`src/rtl/ehm_pkg.sv`:
```
`default_nettype none
package ehm_pkg;

  localparam int unsigned NumRampRegs = 6;
  localparam int unsigned RegW        = 48;
  localparam int unsigned ElevW       = 18;
  localparam int unsigned ChanW       = 8;
  localparam int unsigned PointW      = 42;
  localparam int unsigned LevelW      = 48;
  localparam int unsigned IdxW        = 3;
  localparam int unsigned NumW        = 28;
  localparam int unsigned DenW        = 20;

  localparam logic [IdxW-1:0] IdxFlood = 3'd6;

  localparam logic signed [ElevW-1:0] InvalidElev = -18'sd40;
  localparam logic [ChanW:0]          TintAdd     = 9'd90;
  localparam logic [ChanW:0]          ChanLimit   = 9'd255;

  localparam logic [PointW-1:0] RampReset [NumRampRegs] = '{
    42'd4397991762478, 42'd24042606, 42'd1352071910,
    42'd5043707080, 42'd6725353130, 42'd13438203020
  };
  localparam logic [LevelW-1:0] LevelReset = 48'd429500006410;

  // One ramp channel ready for division
  typedef struct packed {
    logic                   direct;
    logic [ChanW-1:0]       color;
    logic signed [NumW-1:0] num;
  } chan_job_t;

  // Per-pixel division job for three channels
  typedef struct packed {
    logic [DenW-1:0] den;
    chan_job_t [2:0] chan;
  } div_job_t;

endpackage
`default_nettype wire

```
`src/rtl/ehm_divider.sv`:
```
`default_nettype none
// Pipelined floor division: one quotient bit per stage, clamped to 0..255.
module ehm_divider (
  input  logic                         clk_i,
  input  logic                         rst_ni,
  input  logic                         valid_i,
  input  ehm_pkg::div_job_t            job_i,
  output logic                         valid_o,
  output logic [3*ehm_pkg::ChanW-1:0]  color_o
);
  import ehm_pkg::*;

  // Quotient of up to 10 bits, larger ones saturate: 10 stages
  localparam int unsigned QW = 10;
  localparam int unsigned RW = DenW + 1;

  logic            v_q   [QW+1];
  logic [DenW-1:0] den_q [QW+1];
  logic [2:0]      neg_q [QW+1];
  logic [2:0]      big_q [QW+1];
  logic [2:0]      dir_q [QW+1];
  logic [ChanW-1:0] col_q [QW+1][3];
  logic [NumW-1:0]  rem_q [QW+1][3];
  logic [QW-1:0]    quo_q [QW+1][3];

  // Stage 0: take magnitudes
  always_ff @(posedge clk_i or negedge rst_ni) begin
    if (!rst_ni) begin
      v_q[0] <= 1'b0;
    end else begin
      v_q[0] <= valid_i;
    end
  end

  always_ff @(posedge clk_i) begin
    den_q[0] <= job_i.den;
    for (int c = 0; c < 3; c++) begin
      neg_q[0][c] <= job_i.chan[c].num[NumW-1];
      dir_q[0][c] <= job_i.chan[c].direct;
      col_q[0][c] <= job_i.chan[c].color;
      rem_q[0][c] <= job_i.chan[c].num[NumW-1] ? NumW'(-job_i.chan[c].num)
                                               : NumW'(job_i.chan[c].num);
      quo_q[0][c] <= '0;
      big_q[0][c] <= 1'b0;
    end
  end

  // Restoring division stages, MSB first
  for (genvar s = 0; s < QW; s++) begin : g_stage
    localparam int unsigned Sh = QW - 1 - s;
    always_ff @(posedge clk_i or negedge rst_ni) begin
      if (!rst_ni) begin
        v_q[s+1] <= 1'b0;
      end else begin
        v_q[s+1] <= v_q[s];
      end
    end
    always_ff @(posedge clk_i) begin
      logic [NumW+QW-1:0] trial;
      logic [NumW-1:0]    hi;
      den_q[s+1] <= den_q[s];
      neg_q[s+1] <= neg_q[s];
      dir_q[s+1] <= dir_q[s];
      for (int c = 0; c < 3; c++) begin
        trial = (NumW+QW)'(den_q[s]) << Sh;
        col_q[s+1][c] <= col_q[s][c];
        // quotient too big for QW bits: saturate
        hi = (s == 0) ? (rem_q[s][c] >> (QW)) : '0;
        if (s == 0 && hi >= NumW'(den_q[s])) begin
          big_q[s+1][c] <= 1'b1;
        end else begin
          big_q[s+1][c] <= big_q[s][c];
        end
        if ((NumW+QW)'(rem_q[s][c]) >= trial) begin
          rem_q[s+1][c] <= NumW'((NumW+QW)'(rem_q[s][c]) - trial);
          quo_q[s+1][c] <= quo_q[s][c] | (QW'(1) << Sh);
        end else begin
          rem_q[s+1][c] <= rem_q[s][c];
          quo_q[s+1][c] <= quo_q[s][c];
        end
      end
    end
  end

  // Output stage: direct colors pass, negatives give 0, big quotients 255
  logic [ChanW-1:0] out_q [3];
  logic             vout_q;
  always_ff @(posedge clk_i or negedge rst_ni) begin
    if (!rst_ni) begin
      vout_q <= 1'b0;
    end else begin
      vout_q <= v_q[QW];
    end
  end
  always_ff @(posedge clk_i) begin
    for (int c = 0; c < 3; c++) begin
      if (dir_q[QW][c]) begin
        out_q[c] <= col_q[QW][c];
      end else if (neg_q[QW][c]) begin
        out_q[c] <= '0;
      end else if (big_q[QW][c] || quo_q[QW][c] > QW'(255)) begin
        out_q[c] <= 8'hFF;
      end else begin
        out_q[c] <= quo_q[QW][c][ChanW-1:0];
      end
    end
  end

  assign valid_o = vout_q;
  assign color_o = {out_q[0], out_q[1], out_q[2]};
endmodule
`default_nettype wire

```
`config.mk`:
```
export PLATFORM = sky130hd
export DESIGN_NAME = ehm_divider
export DESIGN_NICKNAME = d
export VERILOG_FILES = /design/src/rtl/ehm_pkg.sv /design/src/rtl/ehm_divider.sv
export SDC_FILE = /design/constraint.sdc
export NUM_CORES = 2
export LEC_CHECK = 0
export BUFFER_PORTS_ARGS = -buffer_cell sky130_fd_sc_hd__buf_2
export CAP_MARGIN = 0
export CORE_MARGIN = 2
export CORE_UTILIZATION = 45
export CTS_BUF_LIST = sky130_fd_sc_hd__clkbuf_8
export DETAILED_ROUTE_END_ITERATION = 16
export PLACE_DENSITY = 0.61
export SLEW_MARGIN = 25
export SYNTH_ARGS = -nofsm -noshare
export SYNTH_HDL_FRONTEND = slang
export SYNTH_SLANG_ARGS = --single-unit
```
`constraint.sdc`:
```
create_clock -name clk_i -period 4.1 [get_ports clk_i]
set_clock_uncertainty 0.2 [all_clocks]
set_input_delay 1.23 -clock clk_i [delete_from_list [all_inputs] [get_ports clk_i]]
set_output_delay 1.23 -clock clk_i [all_outputs]
set_load 0.01 [all_outputs]
```
Yosys cells after proc, flatten, opt, wreduce, memory -nomap -nowiden --
Memories as Yosys holds them, arrays and structs flattened. Index checks and enable logic that the tools add are counted.
Operators by class: $add $sub $neg 33, $lt $le $gt $ge 36, mux-type cells 213, bitwise logic cells 72, reduce and logical (&&, ||, !) cells 3
Operators by type and width (number):
- two-way mux 28 bit | 33
- two-way mux 10 bit | 30
- subtractor 28 bit | 6
- two-way mux 1 bit | 141
- >= comparator 28 x 29 -> 1 bit | 3
- >= comparator 28 x 20 -> 1 bit | 3
- >= comparator 28 x 21 -> 1 bit | 3
- >= comparator 28 x 22 -> 1 bit | 3
- >= comparator 28 x 23 -> 1 bit | 3
- >= comparator 28 x 24 -> 1 bit | 3
- >= comparator 28 x 25 -> 1 bit | 3
- >= comparator 28 x 26 -> 1 bit | 3
- >= comparator 28 x 27 -> 1 bit | 3
- >= comparator 28 bit | 3
- negation 28 bit | 3
- subtractor 28 x 20 -> 28 bit | 3
- subtractor 28 x 21 -> 28 bit | 3
- subtractor 28 x 22 -> 28 bit | 3
- subtractor 28 x 23 -> 28 bit | 3
- subtractor 28 x 24 -> 28 bit | 3
- subtractor 28 x 25 -> 28 bit | 3
- subtractor 28 x 26 -> 28 bit | 3
- subtractor 28 x 27 -> 28 bit | 3
- two-way mux 8 bit | 9
- 4 further kinds | 81
Storage, ports and cells: bits in registers 12, bits in writable memories 1861, input port bits 134, output and inout port bits 25, word-level logic and storage cells 377, memories kept 8
Memories:
- rem_q | depth 11, width 84, rd ports 10, clocked after memory_dff 0, write ports 11, RTL line ehm_divider.sv:23 | logic [NumW-1:0] rem_q [QW+1][3];
- quo_q | depth 11, width 30, rd ports 11, clocked after memory_dff 0, write ports 11, RTL line ehm_divider.sv:24 | logic [QW-1:0] quo_q [QW+1][3];
- col_q | depth 11, width 24, rd ports 11, clocked after memory_dff 0, write ports 11, RTL line ehm_divider.sv:22 | logic [ChanW-1:0] col_q [QW+1][3];
- den_q | depth 11, width 20, rd ports 10, clocked after memory_dff 0, write ports 11, RTL line ehm_divider.sv:18 | logic [DenW-1:0] den_q [QW+1];
- big_q | depth 11, width 3, rd ports 11, clocked after memory_dff 0, write ports 11, RTL line ehm_divider.sv:20 | logic [2:0] big_q [QW+1];
- dir_q | depth 11, width 3, rd ports 11, clocked after memory_dff 0, write ports 11, RTL line ehm_divider.sv:21 | logic [2:0] dir_q [QW+1];
- +2 memories

Logic depth before layout (Yosys ltp) --
An unclocked memory read counts as a cell.
depth in word-level cells 9, mapped depth 15, depth with buffers taken out 14

Least setup slack after synthesis --
No wires, ideal clock.
path type input to register, start in job_i[6] (netlist name), end mem rem_q[0][80] (netlist name), setup time 0.118 ns, arrival 3.363 ns, required time 3.782 ns, setup slack 0.419 ns, cell stages on the path 6, path buffers 0, cells stage by stage or3_1 > or2_1 > or4_1 > or4_1 > o41a_1 > xor2_1
RTL lines:
- start, declared | RTL line ehm_divider.sv:7 | input ehm_pkg::div_job_t job_i,
- end, declared | RTL line ehm_divider.sv:23

==> reports/results.env <==
PATH_MAX_FANOUT=6
TIMING.FINAL.HOLD_VIOLATIONS=0
AREAGROWTHSYNTHTOFINISH_PCT=14.95
AVGROUTEDWIREPERCELL_MICRONS=20.79
TIMING.SETUP.CRITICAL_PATH_CLASS='reg -> reg'
DPL-INSTANCE-AREA_SQ_MM=0.07491
PORT_BUFFERS=158
DRIVE_GT1_SHARE_PCT=12.48
CLKSLEWWORSTSETUPHOLDPATHS_NS=0.06
ENDPOINT_TYPE_OF_THE_WORST_SETUP_PATH='flop'
MOST_COMMON_CELL_AFTER_LAYOUT_FILL_AND_TAPS_ASIDE='sky130_fd_sc_hd__dfxtp_1'
DRTPASS1ITERATIONS=7
WORSTSETUPSTARTPOINT='den_q[3][1]'
TRITONCTS.NUM_BUFFERS=284
FP.DIEH_MICRONS=399.5
WORST_PIN_SLEW_NS=0.9533
SYNTH_SEQUENTIAL_AREA_RATIO_PCT=45.96
POWER.DENSITY_mW_PER_MM2=803.5
FINALINSTANCEAREA_SQ_MM=0.08092
WORST_HOLD_STARTPOINT='col_q[3][12]'
LEAKAGE_DISSIPATION_uW=0.03578
SYNTH.LARGEST_AREA_CELL='sky130_fd_sc_hd__dfxtp_1'
NUMBER_OF_CELLS_IN_THE_FINISHED_LAYOUT_APART_FROM_FILLERS=9929
MAX_CAP_VIOLATIONS=0
FIRST_PASS_GRT_WIRE_LENGTH_MM=306.2
LARGEST_NET_DEGREE_AT_THE_START_OF_GLOBAL_ROUTING=40
DIE-AREA_SQ_MM=0.1596
POST-DP-HPWL_MM=168.7
DOMINANTREGCELLSYNTH='sky130_fd_sc_hd__dfxtp_1'
TOTAL_OF_WARNINGS_RAISED_BY_YOSYS=0
DETAIL_ROUTE.WIRELENGTH_MM=206.4
MIN_PERIOD_OVER_PERIOD_PCT=95.71
CTS-HTREE-LEVELS=5
PRECTSSETUPSLACK_NS=0.1393
FIN_NETS=8488
LAYOUT.CELLS.MOST_COMMON_LIST='sky130_fd_sc_hd__dfxtp_1, sky130_fd_sc_hd__ha_1, sky130_fd_sc_hd__a21oi_1, sky130_fd_sc_hd__nand2_1, sky130_fd_sc_hd__o21ai_0'
TIMING.HOLD.WORST.CLASS='reg -> reg'
DIE_W_MICRONS=399.5
CRIT_PATH_CELL_TRACE='clkinvlp_4 -> fa_1 -> a211oi_1 -> nor2_1 -> o32a_1 -> a221o_1 -> o21ai_1 -> o41ai_1 -> a21oi_2 -> buf_4 -> mux2_2'
FIN_TNS_SETUP_NS=0
ANTENNA_FOUND_INITIAL=3
IRDROPWORSTVDD_uV=364.4
CRITICAL_PATH.TOP_DELAY_FAMILY='compound AO/OA/AOI/OAI gates'
MAXCLOCKFREQUENCY_MHz=254.8
POST_SYNTH_INST_COUNT=7166
FINAL_ANTENNA_NET_COUNT=0
FINAL_PERIOD_MINUS_WORST_SETUP_SLACK_NS=3.924
STARTPOINT_TYPE='flop'
PLACE.GP.CONGESTION=0.9783
CTSROOTBUFFERMASTER='sky130_fd_sc_hd__clkbuf_8'
SYNTH_CELL_TYPES=96
WORST_EP_ARRIVAL_TIME_NS=4.58
FINAL.SETUP.WORST_SLACK_NS=0.1761
POST-SYNTH-TOP-AREA-FRACTION_PCT=44.51
OVERFLOW=0
ROUTE.DETAILED.DRC=0
CRITICAL_PATH_REQUIRED_NS=4.76
HOLD_WS_NS=0.1001
TOTAL_VIA_COUNT_AFTER_DETAILED_ROUTING=52850
WORST_SKEW_LATE_LATENCY_NS=1.05
TRITONCTS='done'
TRACK_USAGE_PCT=25.42
MAX_SLEW_HEADROOM_PCT=35.61
STATUS='finished, final reports clean'
WORST_PATH_LARGEST_CELL_DELAY_NS=0.56
FLOORPLAN.IO_PINS=159
DPL.CELL_COUNT=9430
YS_FF_LATCH=1601
INITIAL_UTILIZATION_PCT=45.17
SYN-CELL-AREA_SQ_MM=0.07040
SYNTH-ASYNC-RESET-RATIO_PCT=0.7495
WORSTPATHBUFFERINVERTERCOUNT=2
SYNTH_ENABLE_FLOP_CELLS=24
FLOORPLAN.ROWS=145
WORST_PATH_MAX_DELAY_CELL='sky130_fd_sc_hd__fa_1'
GRT_SETUP_UNREPAIRED='no'
REPORT.FINAL.SETUP_VIOL=0
YOSYS-TOP-CELLS-AREA='sky130_fd_sc_hd__dfxtp_1, sky130_fd_sc_hd__ha_1, sky130_fd_sc_hd__xnor2_1, sky130_fd_sc_hd__a21oi_1, sky130_fd_sc_hd__o21ai_0'
GRT_PASS1_VIAS=52540
TIMING.FINAL.MAX_SLEW_VIOLATIONS=0
CLOCK_TREE.BUFFER_DEPTH=4
DESIGN.CORE.AREA_SQ_MM=0.1558
DETAIL_ROUTE.ITER0.VIOLATIONS=2760
CTS_SINKS=1601
ROUTED_VIA_DENSITY=5.322
SYN_AVG_CELL_AREA_SQ_UM=9.824
RR_STARTPOINT='den_q[3][1]'
[logic make-up after synthesis]
kind of cell	count (synthesis)	synth area share [%]
simple gates	1733	11.98
flops	1601	45.96
mux	187	2.963
fa+ha+maj	681	12.39
compound gates	1899	17.06
buf+inv	511	2.769
xor+xnor	553	6.880
other cells	1	0.005327
[registers in the layout, indices dropped and copies added (netlist names)]
register  count
out_q        24
quo_q       165
neg_q        33
dir_q        33
col_q       264
v_q          11
den_q       200
valid_o       1
big_q        30
rem_q       840
[worst paths after layout]
| kind | endpoint | slack (ns) | cells after the start |
|---|---|---|---|
| max | rem_q[1][35] | 0.18 | 11 |
| min | col_q[4][12] | 0.10 | 0 |
| max reg2reg | rem_q[1][35] | 0.18 | 11 |
| min reg2reg | col_q[4][12] | 0.10 | 0 |
| max in group asynchronous | v_q[1] | 3.03 | 2 |
| min in group asynchronous | v_q[8] | 0.44 | 2 |
[stage by stage]
step	util [%]	power [uW]
2_1_floorplan	-	41460
3_3_place_gp	48.06	49660
3_5_place_dp	48.06	49860
4_1_cts	51.91	65290
5_1_grt	51.92	69440
6_report	51.93	65020
[layer usage]
| metal | global-route usage, % | wire length, microns |
|---|---|---|
| met1 | 27.14 | 80560 |
| met2 | 45.51 | 102400 |
| met3 | 3.905 | 7191 |
| met4 | 18.38 | 16320 |
| met5 | 0 | 0 |
[cell type report]
| class | instances | area, sq um |
|---|---|---|
| timing repair buffer | 337 | 2415 |
| inverter | 372 | 1400 |
| antenna | 3 | 7.507 |
| clock buffer | 356 | 4900 |
| multi-input combinational | 5077 | 36310 |
| sequential | 1601 | 32350 |
| tap | 2058 | 2575 |
| fill | 14310 | 74920 |
| clock inverter | 125 | 963.4 |
[Yosys cell counts, drive strengths merged (41+ instances only)]
master	number
a211oi	44
a21o	222
a21oi	562
a31oi	48
clkbuf	110
dfxtp	1565
ha	654
inv	372
mux2	171
nand2	503
nand2b	95
nand3	94
nand4	73
nor2	464
nor2b	90
nor3	104
nor4	56
o21a	106
o21ai	493
o21bai	69
o31a	41
o31ai	90
or3	53
xnor2	359
xor2	194
[worst register-to-register path, delay by kind of cell (launching register included)]
family	cells	cell delay, ns
fa+ha+maj	1	0.57
simple gates	1	0.10
flops	1	0.37
mux	1	0.34
buf+inv	2	0.48
compound gates	6	1.77
[power by group]
| part | switching, uW | internal, uW |
|---|---|---|
| clock | 6350 | 8790 |
| sequential | 2920 | 19800 |
| combinational | 15100 | 12100 |
[what timing repair did]
item / 4_1_cts / 5_1_grt
hold buffers: 13 / 0
resized for setup: 0 / 2
hold endpoints to repair: 24 / 0
setup buffers: 0 / 2
endpoints found under the setup margin: 0 / 8
Note: power is estimated with default switching activity, not from simulation.
