==> config.mk <==
export PLATFORM = sky130hd
export DESIGN_NAME = ehm_front
export DESIGN_NICKNAME = d
export VERILOG_FILES = /design/src/rtl/ehm_pkg.sv /design/src/rtl/ehm_front.sv
export SDC_FILE = /design/constraint.sdc
export NUM_CORES = 2
export LEC_CHECK = 0
export BUFFER_PORTS_ARGS = -buffer_cell sky130_fd_sc_hd__buf_2
export CAP_MARGIN = 40
export CORE_ASPECT_RATIO = 0.8
export CORE_MARGIN = 2
export CORE_UTILIZATION = 63
export DETAILED_ROUTE_END_ITERATION = 12
export HOLD_SLACK_MARGIN = 0.12
export PLACE_DENSITY = 0.84
export SLEW_MARGIN = 20
export SYNTH_ARGS = -nofsm -noshare
export SYNTH_HDL_FRONTEND = slang
export SYNTH_SLANG_ARGS = --single-unit
export TNS_END_PERCENT = 5
==> constraint.sdc <==
create_clock -name clk_i -period 10 [get_ports clk_i]
set_input_delay 1 -clock clk_i [delete_from_list [all_inputs] [get_ports clk_i]]
set_output_delay 1 -clock clk_i [all_outputs]
set_load 0.02 [all_outputs]
==> src/rtl/ehm_pkg.sv <==
`default_nettype none
package ehm_pkg;

  localparam int unsigned NumRampRegs = 6;
  localparam int unsigned RegW        = 48;
  localparam int unsigned ElevW       = 18;
  localparam int unsigned ChanW       = 8;
  localparam int unsigned PointW      = 42;
  localparam int unsigned LevelW      = 48;
  localparam int unsigned IdxW        = 3;
  localparam int unsigned NumW        = 28;
  localparam int unsigned DenW        = 20;

  localparam logic [IdxW-1:0] IdxFlood = 3'd6;

  localparam logic signed [ElevW-1:0] InvalidElev = -18'sd40;
  localparam logic [ChanW:0]          TintAdd     = 9'd90;
  localparam logic [ChanW:0]          ChanLimit   = 9'd255;

  localparam logic [PointW-1:0] RampReset [NumRampRegs] = '{
    42'd4397991762478, 42'd24042606, 42'd1352071910,
    42'd5043707080, 42'd6725353130, 42'd13438203020
  };
  localparam logic [LevelW-1:0] LevelReset = 48'd429500006410;

  // One ramp channel ready for division
  typedef struct packed {
    logic                   direct;
    logic [ChanW-1:0]       color;
    logic signed [NumW-1:0] num;
  } chan_job_t;

  // Per-pixel division job for three channels
  typedef struct packed {
    logic [DenW-1:0] den;
    chan_job_t [2:0] chan;
  } div_job_t;

endpackage
`default_nettype wire

==> src/rtl/ehm_front.sv <==
`default_nettype none
// Segment select, numerator products and flood tint, two register stages.
module ehm_front #(
  parameter int unsigned RampPoints = 6
) (
  input  logic                                     clk_i,
  input  logic                                     rst_ni,
  input  logic                                     valid_i,
  input  logic signed [ehm_pkg::ElevW-1:0]         elev_i,
  input  logic [ehm_pkg::PointW-1:0]               point_i [ehm_pkg::NumRampRegs],
  input  logic [ehm_pkg::LevelW-1:0]               levels_i,
  input  logic [3*ehm_pkg::ChanW-1:0]              pixel_i,
  output logic                                     valid_o,
  output ehm_pkg::div_job_t                        job_o,
  output logic [3*ehm_pkg::ChanW-1:0]              tint_o
);
  import ehm_pkg::*;

  localparam int unsigned Last = RampPoints - 1;

  function automatic logic signed [ElevW-1:0] pelev(input logic [PointW-1:0] p);
    return signed'(p[41:24]);
  endfunction

  // Stage A: choose segment, tint
  logic                    va_q;
  logic signed [ElevW-1:0] e_q, e0_q, e1_q;
  logic [ChanW-1:0]        c0_q [3], c1_q [3];
  logic                    dir_q;
  logic [3*ChanW-1:0]      tint_q;
  logic [3*ChanW-1:0]      tint_d;

  always_comb begin
    logic [ChanW-1:0] px [3];
    logic signed [ElevW+2:0] l [3];
    logic t [3];
    logic [ChanW:0] sum;
    for (int c = 0; c < 3; c++) begin
      px[c] = pixel_i[(2-c)*ChanW +: ChanW];
      l[c]  = (ElevW+3)'(signed'(levels_i[c*16 +: 16])) <<< 2;
    end
    t[0] = (ElevW+3)'(elev_i) < l[0];
    t[1] = !t[0] && ((ElevW+3)'(elev_i) < l[1]);
    t[2] = !t[0] && !t[1] && ((ElevW+3)'(elev_i) < l[2]);
    for (int c = 0; c < 3; c++) begin
      sum = {1'b0, px[c]} + TintAdd;
      tint_d[(2-c)*ChanW +: ChanW] = (t[c] && sum < ChanLimit) ? sum[ChanW-1:0] : px[c];
    end
  end

  always_ff @(posedge clk_i or negedge rst_ni) begin
    if (!rst_ni) begin
      va_q <= 1'b0;
    end else begin
      va_q <= valid_i;
    end
  end

  always_ff @(posedge clk_i) begin
    logic [IdxW-1:0] seg;
    logic found;
    seg = '0;
    found = 1'b0;
    for (int x = 0; x < Last; x++) begin
      if (!found && elev_i < pelev(point_i[x+1])) begin
        seg = IdxW'(x);
        found = 1'b1;
      end
    end
    e_q    <= elev_i;
    tint_q <= tint_d;
    e0_q   <= pelev(point_i[seg]);
    e1_q   <= pelev(point_i[seg + IdxW'(1)]);
    if (elev_i < pelev(point_i[0])) begin
      dir_q <= 1'b1;
      for (int c = 0; c < 3; c++) begin
        c0_q[c] <= point_i[0][(2-c)*ChanW +: ChanW];
        c1_q[c] <= point_i[0][(2-c)*ChanW +: ChanW];
      end
    end else if (!found || elev_i >= pelev(point_i[Last])) begin
      dir_q <= 1'b1;
      for (int c = 0; c < 3; c++) begin
        c0_q[c] <= point_i[Last][(2-c)*ChanW +: ChanW];
        c1_q[c] <= point_i[Last][(2-c)*ChanW +: ChanW];
      end
    end else begin
      dir_q <= pelev(point_i[seg + IdxW'(1)]) <= pelev(point_i[seg]);
      for (int c = 0; c < 3; c++) begin
        c0_q[c] <= point_i[seg][(2-c)*ChanW +: ChanW];
        c1_q[c] <= point_i[seg + IdxW'(1)][(2-c)*ChanW +: ChanW];
      end
    end
  end

  // Stage B: numerator products
  logic      vb_q;
  div_job_t  job_q;
  logic [3*ChanW-1:0] tintb_q;

  always_ff @(posedge clk_i or negedge rst_ni) begin
    if (!rst_ni) begin
      vb_q <= 1'b0;
    end else begin
      vb_q <= va_q;
    end
  end

  always_ff @(posedge clk_i) begin
    logic signed [NumW-1:0] a, b;
    a = NumW'(e1_q) - NumW'(e_q);
    b = NumW'(e_q) - NumW'(e0_q);
    tintb_q   <= tint_q;
    job_q.den <= DenW'((ElevW+2)'(e1_q) - (ElevW+2)'(e0_q));
    for (int c = 0; c < 3; c++) begin
      job_q.chan[c].direct <= dir_q;
      job_q.chan[c].color  <= c0_q[c];
      job_q.chan[c].num    <= a * NumW'(signed'({1'b0, c0_q[c]}))
                            + b * NumW'(signed'({1'b0, c1_q[c]}));
    end
  end

  assign valid_o = vb_q;
  assign job_o   = job_q;
  assign tint_o  = tintb_q;
endmodule
`default_nettype wire

* Word-level counts from Yosys, hierarchy flattened
Memories as Yosys holds them, arrays and structs flattened.
Index checks and enable logic that the tools add are counted.
** Operators by class
- Bitwise operators :: 14
- Divide/modulo/power cells :: 0
- Muxes and demuxes :: 38
- Reductions and logical operators :: 19
- Shifts and indexed selects :: 0
- Magnitude comparators :: 16
- Multipliers :: 6
- Eq/ne operators :: 0
- Add/sub/neg operators :: 10
** Operators with widths (number)
- binary-select mux 42 bit (select 3 bit) :: 2
- multiplier 19 x 9 -> 28 bit :: 6
- two-way mux 42 bit :: 4
- < comparator 18 bit :: 9
- two-way mux 8 bit :: 15
- adder 28 bit :: 3
- subtractor 18 x 18 -> 19 bit :: 3
- adder 8 x 7 -> 9 bit, second input constant :: 3
- < comparator 9 x 8 -> 1 bit, second input constant :: 3
- greater-or-equal comparator 18 bit :: 1
- <= comparator 18 bit :: 1
- two-way mux 1 bit :: 14
- OR 1 bit :: 12
- logical AND 1 bit :: 10
- two-way mux 3 bit :: 3
- greater-or-equal comparator 4 bit, second input constant :: 2
- inverter 3 -> 4 bit :: 2
- zero test 1 bit :: 7
- adder 3 x 1 -> 3 bit, second input constant :: 1
- OR reduction 2 bit :: 1
- logical OR 1 bit :: 1
** Word-level totals
- Register bits after elaboration :: 233
- RAM bits :: 48
- Output and inout port bits :: 156
- Latch bits :: 0
- Memories kept :: 2
- Bits in read-only memories :: 0
- Input bits :: 345
** Memory list
- c0_q :: words 3, bits a word 8, read ports 3, clocked after Yosys merged registers in 0, write ports 3, line ehm_front.sv:28 : logic [ChanW-1:0] c0_q [3], c1_q [3];
- c1_q :: words 3, bits a word 8, read ports 3, clocked after Yosys merged registers in 0, write ports 3, line ehm_front.sv:28

* Logic depth before layout (Yosys ltp)
- Depth in word-level cells :: 21
- Mapped depth :: 36

* Least setup slack after synthesis
No wires, ideal clock.
- Path kind :: reg2reg
- Start point :: register e0_q[1]
- End point :: register job_q (netlist bit job_o[101])
- Library setup time :: 72 ps
- Arrival time :: 7865 ps
- Cell stages (with the launch flop) :: 33
- Path slack :: 2063 ps
- Cell sequence :: dfxtp_1 > inv_1 > ha_1 > nor2b_1 > o21ai_0 > a21boi_0 > o21ai_0 > a21boi_0 > a21o_1 > a21oi_1 > xnor2_1 > clkbuf_1 > nand2_1 > fa_1 > inv_1 > fa_1 > fa_1 > fa_1 > fa_1 > inv_1 > fa_1 > inv_1 > ha_1 > a21o_1 > a21oi_1 > a21oi_1 > nor2_1 > o21ai_0 > a221o_1 > o41a_1 > a221o_1 > a21oi_1 > xnor2_1
** Between the ends
- Word-level cells in the longest chain between the ends :: 3
** Ends and longest elaborated chain
- start, declared :: line ehm_front.sv:27 : logic signed [ElevW-1:0] e_q, e0_q, e1_q;
- start signal, assigned :: line ehm_front.sv:72 : e0_q <= pelev(point_i[seg]);
- subtractor 18 x 18 -> 19 bit :: line ehm_front.sv:111 : b = NumW'(e_q) - NumW'(e0_q);
- multiplier 19 x 9 -> 28 bit :: line ehm_front.sv:118 : + b * NumW'(signed'({1'b0, c1_q[c]}));
- adder 28 bit :: line ehm_front.sv:118
- end, declared :: line ehm_front.sv:97 : div_job_t job_q;
No other way between the ends.
A chain may end at the register's enable or synchronous reset.

* Worst setup path after layout
Same ends and word-level chain as after synthesis.

==> results.md <==
| Parameter | Reported | Unit |
|:---|:---|:---|
| Insertion delay to the later sink of the worst-skew pair | 0.60 | ns |
| # clock sinks | 281 | - |
| Max frequency | 106.3 | MHz |
| Synth async-reset ratio | 0.007117 | - |
| Global routing's busiest layer | met2 | - |
| Critical path class | register to register | - |
| Data arrival at the endpoint of the critical path | 9.90 | ns |
| Share of final-layout standard cells stronger than drive strength 1 | 0.1259 | - |
| Post-Synthesis Cells | 5467 | - |
| Critical path's top delay family | compound AO/OA/AOI/OAI gates | - |
| Post-synthesis instance area | 50100 | um2 |
| Crit-path max cell delay | 0.57 | ns |
| Remaining design rule violation count | 0 | - |
| Global routing met1 resource utilization | 0.4590 | - |
| I/O Buffers | 500 | - |
| Resize count post-CTS | 0 | - |
| Number of failing setup endpoints in the final timing report | 0 | - |
| Deepest clock path buffer count | 3 | - |
| Largest fanout on the critical path | 24 | - |
| Number of buffer and inverter instances along the worst setup path | 5 | - |
| Final clock period utilization by the worst path | 0.9408 | - |
| Die Area | 81810 | um2 |
| Post CTS Setup Buffer Count | 0 | - |
| Final RePlAce weighted congestion | 0.9857 | - |
| Most repeated library cell on the critical path | sky130_fd_sc_hd__fa_1 | - |
| Area of the core region | 78740 | um2 |
| DIE WIDTH | 319.3 | um |
| Met3 GRT Util | 0.07172 | - |
| Number of vias per cell after detailed routing | 5.743 | - |
| Pre-Repair DR Iteration Count | 6 | - |
| I/O pin total | 501 | - |
| Overall Global Routing Usage | 0.3491 | - |
| MaxCap Viol Count | 0 | - |
| Grt total ovfl | 0 | - |
| Slew margin rel. | 0.3784 | - |
| Number of buffers added by the clock tree synthesis step | 34 | - |
| Worst Setup End Kind | register | - |
| Transition time of the tightest slew-check pin | 0.9325 | ns |
| Chip height | 256.2 | um |
| First-iteration detailed-routing DRC count | 3429 | - |
| Count of nets left with antenna violations after detail routing | 0 | - |
| Synth cell types | 76 | - |
| Final HPWL from detailed placement | 112300 | um |
| Total of flip-flops plus latches after synthesis | 281 | - |
| H-tree lvl count | 2 | - |
| Worst clock skew | 0.03437 | ns |
| Slowest CP cell | sky130_fd_sc_hd__fa_1 | - |
| Total of warnings raised by yosys | 0 | - |
| Multi-input combinational cell area | 38890 | um2 |
| Number of filler instances in the final layout | 5709 | - |
| Setup repair after global routing missed its margin | no | - |
| Final hold violation count | 0 | - |
| Clock tree from TritonCTS | done | - |
| Average wire length per cell after detail routing | 19.88 | um |
| Fin crit period | 9.408 | ns |
| Global Route met2 Usage | 0.5524 | - |
| Count of flip-flops with a built-in enable after synthesis | 48 | - |
| Final cell area excluding filler cells | 55900 | um2 |
| Detailed-route via count | 40200 | - |
| Tightest Hold Check Type | input pin to asynchronous set/reset pin | - |
| Antenna violations before repair | 8 | - |
| Vias in the first global route | 42770 | - |
| Kind of start point of the critical path | register | - |
| Result of the run | completed | - |
| Total Nets Final | 7655 | - |
| Relative area change from synthesis to final layout | 11.58 | % |
| CTS root buffer | sky130_fd_sc_hd__clkbuf_16 | - |
| Total area of sequential cells | 6116 | um2 |
| Mean post-synth cell area | 9.164 | um2 |
| Sequential fraction of the synthesis area | 0.1221 | - |
| Placement row count | 92 | - |
| Hold bufs inserted after CTS | 0 | - |
| Wire length of the first global-routing pass | 225400 | um |
| Sum of negative setup slack | 0 | ns |
| Instance area at placement | 54280 | um2 |
| Required time of the critical path | 10.49 | ns |
| Initial core utilization | 0.6363 | - |
| Post-CTS clock slew at the launch and capture registers of the worst setup and hold paths | 0.06 | ns |
| Total count of max-transition violations in the final report | 0 | - |
| Main synth FF type | sky130_fd_sc_hd__dfxtp_1 | - |
| DRT Wirelength | 139200 | um |
| Maximum number of pins on one net before global-route repair | 63 | - |
[worst paths after layout]
path	from	to	slack [ns]	cells past startpoint
worst min-delay path	rst_ni	va_q	0.21	1
worst min register to register	tint_q[11]	tint_o[11]	0.32	0
max in group asynchronous	rst_ni	valid_o	9.70	1
worst max-delay path	e0_q[1]	job_o[101]	0.59	32
min in group clk_i	tint_q[11]	tint_o[11]	0.32	0
worst max register to register	e0_q[1]	job_o[101]	0.59	32
[area by class of cell]
type                       instances  area share
clock buffer                      44     0.01679
antenna                            7   0.0003134
sequential                       281      0.1094
clock inverter                    16    0.003805
tap                             1034     0.02314
timing repair buffer             605     0.06619
multi-input combinational       3752      0.6957
inverter                        1260     0.08461
[metal layers]
| layer | up-vias | part of all wire | routed length (um) |
|---|---|---|---|
| li1 | 17870 | - | - |
| met1 | 19810 | 0.39 | 54310 |
| met2 | 2114 | 0.46 | 63580 |
| met3 | 405 | 0.098 | 13590 |
| met4 | 2 | 0.055 | 7658 |
| met5 | - | 0.000093 | 13 |
[worst register-to-register path, delay by kind of cell (launching register included)]
kind,cells,cell delay (ns)
buf+inv,5,0.57
flops,1,0.43
fa+ha+maj,8,3.64
simple gates,3,0.37
xor+xnor,2,0.27
compound gates,14,4.05
[flip-flops by register name, indices dropped and copies added (netlist names), 18 cells and up]
signal  cells
job_o     128
c1_q       24
tint_o     24
e0_q       18
c0_q       24
tint_q     24
e1_q       18
e_q        18
[cells in the mapped netlist (all sizes together), types with 5 or more instances]
| library cell | number | area share |
|---|---|---|
| a211o | 9 | 0.0016 |
| a211oi | 22 | 0.0034 |
| a21boi | 7 | 0.0010 |
| a21o | 70 | 0.010 |
| a21oi | 168 | 0.017 |
| a221o | 51 | 0.010 |
| a221oi | 5 | 0.00087 |
| a22o | 24 | 0.0042 |
| a31oi | 16 | 0.0020 |
| a41oi | 5 | 0.00087 |
| and2 | 388 | 0.048 |
| and3 | 39 | 0.0049 |
| and4 | 6 | 0.0010 |
| buf | 33 | 0.0036 |
| clkbuf | 188 | 0.014 |
| dfxtp | 231 | 0.092 |
| edfxtp | 48 | 0.029 |
| fa | 843 | 0.34 |
| ha | 533 | 0.13 |
| inv | 1260 | 0.094 |
| mux2 | 21 | 0.0047 |
| mux2i | 153 | 0.031 |
| mux4 | 23 | 0.010 |
| nand2 | 549 | 0.041 |
| nand2b | 42 | 0.0052 |
| nand3 | 35 | 0.0035 |
| nand4 | 19 | 0.0024 |
| nor2 | 89 | 0.0067 |
| nor2b | 92 | 0.011 |
| nor3 | 36 | 0.0036 |
| nor3b | 5 | 0.00075 |
| nor4 | 5 | 0.0010 |
| o211ai | 9 | 0.0013 |
| o21a | 25 | 0.0037 |
| o21ai | 93 | 0.0093 |
| o21bai | 9 | 0.0013 |
| o22a | 18 | 0.0031 |
| o22ai | 29 | 0.0036 |
| o31ai | 6 | 0.00090 |
| o41ai | 5 | 0.00087 |
| or3 | 11 | 0.0014 |
| xnor2 | 139 | 0.024 |
| xor2 | 56 | 0.0098 |
[placed cells by master, fill, tap and decap left out, types with 55 or more instances in the layout]
cell	count
sky130_fd_sc_hd__fa_1	843
sky130_fd_sc_hd__o21ai_0	89
sky130_fd_sc_hd__buf_2	500
sky130_fd_sc_hd__xor2_1	55
sky130_fd_sc_hd__nand2_1	549
sky130_fd_sc_hd__dfxtp_1	231
sky130_fd_sc_hd__a21oi_1	166
sky130_fd_sc_hd__and2_1	388
sky130_fd_sc_hd__nor2b_1	92
sky130_fd_sc_hd__a21o_1	70
sky130_fd_sc_hd__ha_1	532
sky130_fd_sc_hd__xnor2_1	113
sky130_fd_sc_hd__mux2i_1	153
sky130_fd_sc_hd__nor2_1	89
sky130_fd_sc_hd__inv_1	1260
sky130_fd_sc_hd__buf_4	61
[through the flow]
step | std cells | setup slack (ns) | hold slack [ns] | util
floorplan | 5514 | 2.063 | 0.3096 | -
global placement | 6888 | 0.9398 | 0.3100 | 0.6857
detailed placement | 6905 | 0.8215 | 0.3136 | 0.6894
CTS | 6965 | 0.7539 | 0.1803 | 0.7040
global route | 6998 | 0.02758 | 0.1869 | 0.7099
finish | 6999 | 0.5920 | 0.2070 | 0.7099
[logic make-up (layout without fill, tap and decap cells)]
group	after synthesis	count (layout)	share of synthesized area
buffers and inverters	1481	1925	0.1121
adders and majority gates	1376	1376	0.4700
and+or+nand+nor	1332	1332	0.1340
AOI/OAI and AO/OA	604	604	0.08197
DFF	281	281	0.1221
muxes	197	197	0.04563
xor gates and xnor gates	195	195	0.03409
other	1	55	0.00007485
Power is not shown: default switching activity piles up to over one toggle a cycle in this logic, so the estimate is an artifact.
